**src/rtl/unsigned_to_ascii_formatter_assert.svh**
```systemverilog
// ----------------------------------------------------------------------------
// unsigned_to_ascii_formatter assertion macros
// Shared concurrent assertion forms, clocked on clk_i, disabled in reset
// ----------------------------------------------------------------------------
`ifndef UNSIGNED_TO_ASCII_FORMATTER_ASSERT_SVH
`define UNSIGNED_TO_ASCII_FORMATTER_ASSERT_SVH

// consequent must hold in the same cycle as the antecedent
`define UTOA_ASSERT_SAME(label, ante, cons, msg) \
  label: assert property (@(posedge clk_i) disable iff (!rst_ni) (ante) |-> (cons)) \
    else $error(msg);

// consequent must hold in the cycle after the antecedent
`define UTOA_ASSERT_NEXT(label, ante, cons, msg) \
  label: assert property (@(posedge clk_i) disable iff (!rst_ni) (ante) |=> (cons)) \
    else $error(msg);

`endif

```
**src/rtl/utoa_pkg.sv**
```systemverilog
// ----------------------------------------------------------------------------
// utoa_pkg
// Types, codes and helpers shared by the unsigned-to-ASCII formatter
// ----------------------------------------------------------------------------
package utoa_pkg;

  localparam int unsigned IN_VALUE_W      = 64;
  localparam int unsigned DEF_VALUE_WIDTH = 64;
  localparam int unsigned DEF_SHORT_WIDTH = 32;

  localparam logic [7:0] ASCII_ZERO    = 8'd48;
  localparam logic [7:0] ASCII_X       = 8'h78;
  localparam logic [7:0] HEX_ALPHA_OFS = 8'd39;

  typedef enum logic [1:0] {
    MODE_DEC = 2'd0,
    MODE_OCT = 2'd1,
    MODE_HEX = 2'd2,
    MODE_RSV = 2'd3
  } mode_e;

  typedef enum logic [2:0] {
    ST_IDLE,
    ST_ZERO,
    ST_DABBLE,
    ST_PREFIX0,
    ST_PREFIXX,
    ST_SKIP,
    ST_DIGITS
  } state_e;

  typedef struct packed {
    logic [IN_VALUE_W-1:0] value;
    logic [1:0]            mode;
    logic                  long_size;
    logic                  alternate_form;
    logic                  precision_zero;
  } utoa_in_t;

  typedef struct packed {
    logic [7:0] character;
    logic       last;
  } utoa_out_t;

  // control of the digit shift register
  typedef struct packed {
    logic load;      // capture a new value
    logic load_dec;  // clear bcd field, keep binary for double dabble
    logic dabble;    // one double-dabble bit step
    logic shift;     // drop the top digit
    logic nib4;      // 4-bit digits (hex, bcd), else 3-bit (octal)
  } utoa_sr_ctrl_t;

  function automatic logic [7:0] digit_char(input logic [3:0] d);
    logic [7:0] c;
    c = {4'h0, d} + ASCII_ZERO;
    if (d > 4'd9) begin
      c = c + HEX_ALPHA_OFS;
    end
    return c;
  endfunction

endpackage

```
**src/rtl/utoa_digit_sr.sv**
```systemverilog
// ----------------------------------------------------------------------------
// utoa_digit_sr
// Digit shift register: bit-serial binary to bcd and top-digit readout
// ----------------------------------------------------------------------------
module utoa_digit_sr #(
  parameter int unsigned VALUE_WIDTH = 64,
  parameter int unsigned DIGIT_W     = 84
) (
  input  logic                   clk_i,
  input  utoa_pkg::utoa_sr_ctrl_t ctrl_i,
  input  logic [VALUE_WIDTH-1:0] load_val_i,
  input  logic [VALUE_WIDTH-1:0] load_bin_i,
  output logic [3:0]             top_digit_o
);
  import utoa_pkg::*;

  localparam int unsigned NIBBLES = DIGIT_W / 4;

  logic [DIGIT_W-1:0]     dig_q;
  logic [DIGIT_W-1:0]     dig_d;
  logic [DIGIT_W-1:0]     adj;
  logic [VALUE_WIDTH-1:0] bin_q;
  logic [VALUE_WIDTH-1:0] bin_d;

  // add-3 correction on every bcd digit before the shift
  always_comb begin
    for (int i = 0; i < NIBBLES; i++) begin
      if (dig_q[4*i +: 4] >= 4'd5) begin
        adj[4*i +: 4] = dig_q[4*i +: 4] + 4'd3;
      end else begin
        adj[4*i +: 4] = dig_q[4*i +: 4];
      end
    end
  end

  always_comb begin
    dig_d = dig_q;
    bin_d = bin_q;
    if (ctrl_i.load) begin
      bin_d = load_bin_i;
      if (ctrl_i.load_dec) begin
        dig_d = '0;
      end else begin
        dig_d = {{(DIGIT_W-VALUE_WIDTH){1'b0}}, load_val_i};
      end
    end else if (ctrl_i.dabble) begin
      dig_d = {adj[DIGIT_W-2:0], bin_q[VALUE_WIDTH-1]};
      bin_d = {bin_q[VALUE_WIDTH-2:0], 1'b0};
    end else if (ctrl_i.shift) begin
      if (ctrl_i.nib4) begin
        dig_d = {dig_q[DIGIT_W-5:0], 4'h0};
      end else begin
        dig_d = {dig_q[DIGIT_W-4:0], 3'h0};
      end
    end
  end

  always_ff @(posedge clk_i) begin
    dig_q <= dig_d;
    bin_q <= bin_d;
  end

  assign top_digit_o = ctrl_i.nib4 ? dig_q[DIGIT_W-1 -: 4] : {1'b0, dig_q[DIGIT_W-1 -: 3]};

endmodule

```
**src/rtl/unsigned_to_ascii_formatter.sv**
```systemverilog
// ----------------------------------------------------------------------------
// unsigned_to_ascii_formatter
// Unsigned decimal / octal / hex to ASCII conversion, one character per beat
// ----------------------------------------------------------------------------
// Input channel in_valid_i/in_ready_o carries one conversion request per
// transaction; output channel out_valid_o/out_ready_i carries one ASCII
// character per transaction, last set on the final character of a request.
// Requests are handled one at a time: in_ready_o is high only while idle.
// Octal and hex digits are read straight off a shift register, top digit
// first, 3 or 4 bits a cycle; a receiver stall holds each character. Decimal
// first runs a bit-serial double dabble, one input bit per cycle, over
// VALUE_WIDTH bits long or SHORT_WIDTH short. The readout skips leading zero
// digit slots of the 84-bit digit register, then leaves the skip and emits
// the characters. A zero value gives the single character 0, or none when
// precision_zero suppresses it. Reset empties the output register and
// returns the controller to idle. A stalled receiver holds the current
// character in the output register and the next character waits; nothing
// is dropped.
// ----------------------------------------------------------------------------
module unsigned_to_ascii_formatter #(
  parameter int unsigned VALUE_WIDTH = utoa_pkg::DEF_VALUE_WIDTH,
  parameter int unsigned SHORT_WIDTH = utoa_pkg::DEF_SHORT_WIDTH
) (
  input  logic                clk_i,
  input  logic                rst_ni,
  input  logic                in_valid_i,
  output logic                in_ready_o,
  input  utoa_pkg::utoa_in_t  in_data_i,
  output logic                out_valid_o,
  input  logic                out_ready_i,
  output utoa_pkg::utoa_out_t out_data_o
);
  import utoa_pkg::*;

  `include "unsigned_to_ascii_formatter_assert.svh"

  localparam int unsigned DEC_DIGITS = (VALUE_WIDTH * 30103) / 100000 + 1;
  localparam int unsigned DIGIT_W    = 12 * ((4 * DEC_DIGITS + 11) / 12);
  localparam int unsigned GCW        = $clog2(DIGIT_W / 3 + 1);
  localparam int unsigned BCW        = $clog2(VALUE_WIDTH + 1);

  state_e          state_q, state_d;
  logic [GCW-1:0]  grp_cnt_q, grp_cnt_d;
  logic [BCW-1:0]  bit_cnt_q, bit_cnt_d;
  logic            hex_q, hex_d;
  logic            dec_q, dec_d;
  logic            out_valid_q, out_valid_d;
  utoa_out_t       out_q, out_d;

  utoa_sr_ctrl_t          sr_ctrl;
  logic [3:0]             top_digit;
  logic [VALUE_WIDTH-1:0] val_long;
  logic [VALUE_WIDTH-1:0] val_short;
  logic [VALUE_WIDTH-1:0] load_val;
  logic [VALUE_WIDTH-1:0] load_bin;
  logic                   val_zero;
  logic                   in_hs;
  logic                   can_emit;
  logic                   emit;
  utoa_out_t              emit_data;
  logic                   in_oct;
  logic                   in_hex;

  assign val_long  = in_data_i.value[VALUE_WIDTH-1:0];
  assign val_short = {{(VALUE_WIDTH-SHORT_WIDTH){1'b0}}, in_data_i.value[SHORT_WIDTH-1:0]};
  assign load_val  = in_data_i.long_size ? val_long : val_short;
  // left-align so the double dabble sees the top bit of the used width first
  assign load_bin  = in_data_i.long_size ? val_long
                                         : (val_short << (VALUE_WIDTH - SHORT_WIDTH));
  assign val_zero  = (load_val == '0);
  assign in_oct    = (in_data_i.mode == MODE_OCT);
  assign in_hex    = (in_data_i.mode == MODE_HEX);

  assign in_ready_o = (state_q == ST_IDLE);
  assign in_hs      = in_valid_i && in_ready_o;
  assign can_emit   = !out_valid_q || out_ready_i;

  utoa_digit_sr #(
    .VALUE_WIDTH(VALUE_WIDTH),
    .DIGIT_W    (DIGIT_W)
  ) u_digit_sr (
    .clk_i      (clk_i),
    .ctrl_i     (sr_ctrl),
    .load_val_i (load_val),
    .load_bin_i (load_bin),
    .top_digit_o(top_digit)
  );

  always_comb begin
    state_d   = state_q;
    grp_cnt_d = grp_cnt_q;
    bit_cnt_d = bit_cnt_q;
    hex_d     = hex_q;
    dec_d     = dec_q;
    emit      = 1'b0;
    emit_data = '{character: ASCII_ZERO, last: 1'b0};
    sr_ctrl   = '{load: 1'b0, load_dec: 1'b0, dabble: 1'b0, shift: 1'b0, nib4: !hex_q && !dec_q
                  ? 1'b0 : 1'b1};

    unique case (state_q)
      ST_IDLE: begin
        if (in_hs) begin
          hex_d = in_hex;
          dec_d = !in_oct && !in_hex;
          grp_cnt_d = in_oct ? GCW'(DIGIT_W / 3) : GCW'(DIGIT_W / 4);
          bit_cnt_d = in_data_i.long_size ? BCW'(VALUE_WIDTH) : BCW'(SHORT_WIDTH);
          sr_ctrl.load     = 1'b1;
          sr_ctrl.load_dec = !in_oct && !in_hex;
          if (val_zero) begin
            state_d = in_data_i.precision_zero ? ST_IDLE : ST_ZERO;
          end else if (!in_oct && !in_hex) begin
            state_d = ST_DABBLE;
          end else if (in_data_i.alternate_form) begin
            state_d = ST_PREFIX0;
          end else begin
            state_d = ST_SKIP;
          end
        end
      end
      ST_ZERO: begin
        if (can_emit) begin
          emit      = 1'b1;
          emit_data = '{character: ASCII_ZERO, last: 1'b1};
          state_d   = ST_IDLE;
        end
      end
      ST_DABBLE: begin
        sr_ctrl.dabble = 1'b1;
        bit_cnt_d = bit_cnt_q - 1'b1;
        if (bit_cnt_q == BCW'(1)) begin
          state_d = ST_SKIP;
        end
      end
      ST_PREFIX0: begin
        if (can_emit) begin
          emit      = 1'b1;
          emit_data = '{character: ASCII_ZERO, last: 1'b0};
          state_d   = hex_q ? ST_PREFIXX : ST_SKIP;
        end
      end
      ST_PREFIXX: begin
        if (can_emit) begin
          emit      = 1'b1;
          emit_data = '{character: ASCII_X, last: 1'b0};
          state_d   = ST_SKIP;
        end
      end
      ST_SKIP: begin
        // drop leading zero digits; the value is nonzero so one digit stops this
        if (top_digit == 4'd0 && grp_cnt_q != GCW'(1)) begin
          sr_ctrl.shift = 1'b1;
          grp_cnt_d = grp_cnt_q - 1'b1;
        end else begin
          state_d = ST_DIGITS;
        end
      end
      ST_DIGITS: begin
        if (can_emit) begin
          emit          = 1'b1;
          emit_data     = '{character: digit_char(top_digit), last: grp_cnt_q == GCW'(1)};
          sr_ctrl.shift = 1'b1;
          grp_cnt_d     = grp_cnt_q - 1'b1;
          if (grp_cnt_q == GCW'(1)) begin
            state_d = ST_IDLE;
          end
        end
      end
      default: begin
        state_d = ST_IDLE;
      end
    endcase
  end

  always_comb begin
    out_valid_d = out_valid_q;
    out_d       = out_q;
    if (emit) begin
      out_valid_d = 1'b1;
      out_d       = emit_data;
    end else if (out_ready_i) begin
      out_valid_d = 1'b0;
    end
  end

  always_ff @(posedge clk_i or negedge rst_ni) begin
    if (!rst_ni) begin
      state_q     <= ST_IDLE;
      grp_cnt_q   <= '0;
      bit_cnt_q   <= '0;
      out_valid_q <= 1'b0;
    end else begin
      state_q     <= state_d;
      grp_cnt_q   <= grp_cnt_d;
      bit_cnt_q   <= bit_cnt_d;
      out_valid_q <= out_valid_d;
    end
  end

  always_ff @(posedge clk_i) begin
    hex_q <= hex_d;
    dec_q <= dec_d;
    out_q <= out_d;
  end

  assign out_valid_o = out_valid_q;
  assign out_data_o  = out_q;

  `UTOA_ASSERT_SAME(a_grp_nonzero, (state_q == ST_SKIP || state_q == ST_DIGITS),
                    grp_cnt_q != '0, "digit group count ran out during readout")
  `UTOA_ASSERT_SAME(a_skip_finds_digit, state_q == ST_SKIP && grp_cnt_q == GCW'(1),
                    top_digit != 4'd0, "leading zero skip reached the last digit")
  `UTOA_ASSERT_SAME(a_bcd_digit, state_q == ST_DIGITS && dec_q,
                    top_digit <= 4'd9, "decimal digit out of range")
  `UTOA_ASSERT_NEXT(a_last_ends, emit && emit_data.last,
                    state_q == ST_IDLE, "controller busy after final character")

endmodule

```
**config.mk**
```make
export PLATFORM = sky130hd
export DESIGN_NAME = unsigned_to_ascii_formatter
export DESIGN_NICKNAME = d
export VERILOG_FILES = /design/src/rtl/utoa_pkg.sv /design/src/rtl/utoa_digit_sr.sv /design/src/rtl/unsigned_to_ascii_formatter.sv
export VERILOG_INCLUDE_DIRS = /design/src /design/src/rtl
export SDC_FILE = /design/constraint.sdc
export NUM_CORES = 1
export LEC_CHECK = 0
export ABC_AREA = 1
export BUFFER_PORTS_ARGS = -buffer_cell sky130_fd_sc_hd__buf_2
export CAP_MARGIN = 40
export CORE_ASPECT_RATIO = 0.9
export CORE_MARGIN = 8
export CORE_UTILIZATION = 30
export CTS_BUF_LIST = sky130_fd_sc_hd__clkbuf_16
export CTS_CLUSTER_SIZE = 24
export DETAILED_ROUTE_END_ITERATION = 8
export MAX_ROUTING_LAYER = met4
export PLACE_DENSITY = 0.54
export RECOVER_POWER = 25
export SLEW_MARGIN = 20
export SYNTH_ARGS = -nofsm -noshare
export SYNTH_HDL_FRONTEND = slang
export SYNTH_HIERARCHICAL = 1
export SYNTH_SLANG_ARGS = --single-unit
```
**constraint.sdc**
```tcl
create_clock -name clk_i -period 4.7 [get_ports clk_i]
set_clock_uncertainty 0.1 [all_clocks]
set_input_delay 0.235 -clock clk_i [delete_from_list [all_inputs] [get_ports clk_i]]
set_output_delay 0.235 -clock clk_i [all_outputs]
set_load 0.03 [all_outputs]
```
==> impl_results.md <==
* Post-synthesis register bit count at about 170
* WL/cell at around 16 um
* Area Overhead vs Synth at 12.6%
* Endpoint class of the critical path: flop
* Area contributors post-synth: edfxtp_1, nand2_1, o21ai_0, inv_1, ha_1
* Period utilisation layout at a little under nine tenths
* DRT Wirelength at about 36 mm
* Cell Area, Synth at roughly 12000 um2
* Die height at slightly above 200 um
* Rel. slew slack at -62.4%
* Starting Density at between 30% and 40%
* GRT Residual Overflow at 0
* Clock sinks at around 170
* Largest net degree at the start of global routing at 95
* Antenna Cells at 0
* CTS root buffer: clkbuf_16
* ANT nets after route at 0
* RSZ-0062 raised after global routing: false
* Global Route Usage Sum at around 15%
* Setup Buffers After CTS at 0
* CTS tree: done
* Max_cap viols at 1
* Startpoint types: flop
* Pwr dens at 694 nW/um2
* Yosys top cell area share at 39.0%
* Worst endpoint data arrival time at about 4100 ps
* Area of the placeable core at between 40000 and 50000 um2
* Routed vias/inst at 4.84
* Yosys warns at 6
* Synth Flop Type: edfxtp_1
* FFs w/ async S/R, synth at under 10%
* I/O Pins at 84
* Dominant cell type by area after synthesis: edfxtp_1
* Die W at approximately 230 um
* Hold Fails Final Rpt at 0
* Worst-path clk slew at ~70 ps
* Vias at roughly 11000
* Post-synth EDFFs at 158
* Status: finished, violations left
* Post-route minimum period at 4000 ps
* Fraction of layout cells with a size suffix above 1 at between 8 and 9%
* Vias in the first global route at 10400
* WHS Path Cells at 2
* Violated checks: max-capacitance violations, max-slew violations
* Residual DRC count at 0
* Worst Max-Slew Pin Slew at around 2400 ps
* H-tree depth at 4
* Total negative slack at 0 ps
* Final net count at between 1500 and 2000
* Initial antenna violation count at 0
* Critical Path RT at roughly 4800 ps
* RePlAce Congestion at between 0.8 and 0.9
* Syn Inst Count at ~1700
* Maximum fanout along the worst path at 45
* Post_cts resized at 0
* Cell row count at 70
* CTS Buffer Depth at 2
* Final slew viol count at 46
* Die ar. at about 47000 um2
* Yosys cell types at between 40 and 50
* Post-DP HPWL at between 20 and 25 mm
* Design Power at approximately 9.5 mW
* Fmax at roughly 0.25 GHz
* Critical path class: flop to flop
* Synth Net Count at between 1500 and 2000
* Setup Viol. Count Final at 0
* Lkg Pwr at 6.58 nW
* TritonCTS Buffers at 17
* Drt pass-1 iters at 6
* Worst r2r path cells at 9
* Skew-Pair Late Insertion Delay at around 450 ps
* Iteration-0 DRC count of the detailed router at 957
* Port bufs at between 80 and 90
* Avg Cell Area, Syn at 7.35 um2
* Post-synthesis sequential area ratio at around 42%
* HP Class: primary input to flop
* VDD IR max at 454 uV
* Global-route wire length before repair at roughly 57 mm
[worst max-delay path, stage by stage, from the launching register on]
cell      delay, ps
dfrtp_1         440
inv_2           130
nand3_1         310
inv_1           470
clkbuf_1       1780
a21oi_1         100
o21ai_0         210
nand2_1          80
nand2_1          60
nand2_1          60
[cell type report]
cell class	instances	area [um2]
fillers	4299	26700
multi-input cells	1171	5760
inverters	242	913
clock buffers	17	425
clock inverters	15	161
well taps	540	676
repair buffers	105	633
flip-flops and latches	174	5140
[flip-flops by register name (all words and copies together), names as in the netlist, 3 cells and up]
register	count
u_digit_sr/dig_q	84
u_digit_sr/bin_q	64
out_data_o	8
bit_cnt_q	7
grp_cnt_q	5
state_q	3
[metal layers]
metal	share of wire [%]	up-vias	GRT usage, %
met4	0.39	0	2.30
met2	43	355	22.5
met5	0	-	-
li1	-	5474	-
met1	50	5108	21.7
met3	6.1	15	2.69
[Yosys cell counts, types with 2 or more instances]
master / instances
nand2_2: 9
o21bai_1: 5
nand2_1: 568
nor2_1: 67
nor2_2: 4
buf_2: 26
buf_6: 6
o211ai_1: 5
ha_1: 50
nand4_1: 16
o22ai_1: 5
nor2_4: 3
nor3_1: 5
a22o_1: 2
a31oi_1: 5
edfxtp_1: 158
a21oi_1: 88
o21ai_0: 194
inv_1: 230
dfrtp_1: 16
nand3_1: 56
xor2_1: 30
or2_2: 3
nand3_2: 2
mux2i_1: 5
a22oi_1: 10
o21ai_1: 28
clkbuf_1: 33
inv_2: 10
buf_4: 5
[timing repair]
item / 4_1_cts / 5_1_grt
hold buffers: 4 / 0
endpoints found under the setup margin: 0 / 0
endpoints found under the hold margin: 19 / 0
[placed cells by master (no fill, tap or decap), drive strengths merged, types with 9 or more instances in the layout]
master	synthesis	layout
xor2	30	30
nand2	578	578
o21ai	222	222
buf	37	87
a21oi	88	88
clkinv	1	9
ha	50	50
clkbuf	33	31
nand3	58	58
dfrtp	16	16
nor2	74	74
a22oi	10	10
nand4	17	17
edfxtp	158	158
inv	241	244
[kinds of logic (layout without fill, tap and decap cells)]
| group | Yosys count | count (layout) | share of synthesized area, % |
|---|---|---|---|
| AO/OA/AOI/OAI | 345 | 345 | 14.8 |
| XOR/XNOR | 31 | 31 | 2.23 |
| adder cells (fa/ha/maj) | 50 | 50 | 5.14 |
| buffers and inverters | 312 | 379 | 10.4 |
| flip-flops | 174 | 174 | 42.2 |
| multiplexers | 5 | 5 | 0.411 |
| other | 1 | 1 | 0.0308 |
| AND/OR/NAND/NOR | 739 | 739 | 24.7 |
[stage by stage]
stage | hold WS [ps] | area, um2 | worst slack (ps) | instances | utilization, %
2_1_floorplan | -161 | 12200 | 442 | 1657 | -
6_report | 24.3 | 13700 | 696 | 2264 | 34.0
4_1_cts | 1.70 | 13700 | 1110 | 2262 | 33.9
3_5_place_dp | 88.5 | 13100 | 1120 | 2226 | 32.4
3_3_place_gp | 86.0 | 13100 | 1190 | 2225 | 32.3
5_1_grt | 2.47 | 13700 | 471 | 2264 | 34.0
[power breakdown]
part / internal (mW) / switching [mW]
clock: 0.790 / 0.675
combinational: 1.48 / 3.03
sequential: 2.94 / 0.612
[final timing paths]
kind	startpoint	endpoint	slack, ps
max	state_q[2]	u_digit_sr/dig_q[25]	700
min	in_data_i[4]	hex_q	20
max reg2reg	state_q[2]	u_digit_sr/dig_q[25]	700
min reg2reg	u_digit_sr/bin_q[0]	u_digit_sr/bin_q[1]	410
max in group asynchronous	rst_ni	grp_cnt_q[3]	3580
min in group asynchronous	rst_ni	bit_cnt_q[3]	340
No activity file was read; power rests on OpenSTA's default activity.
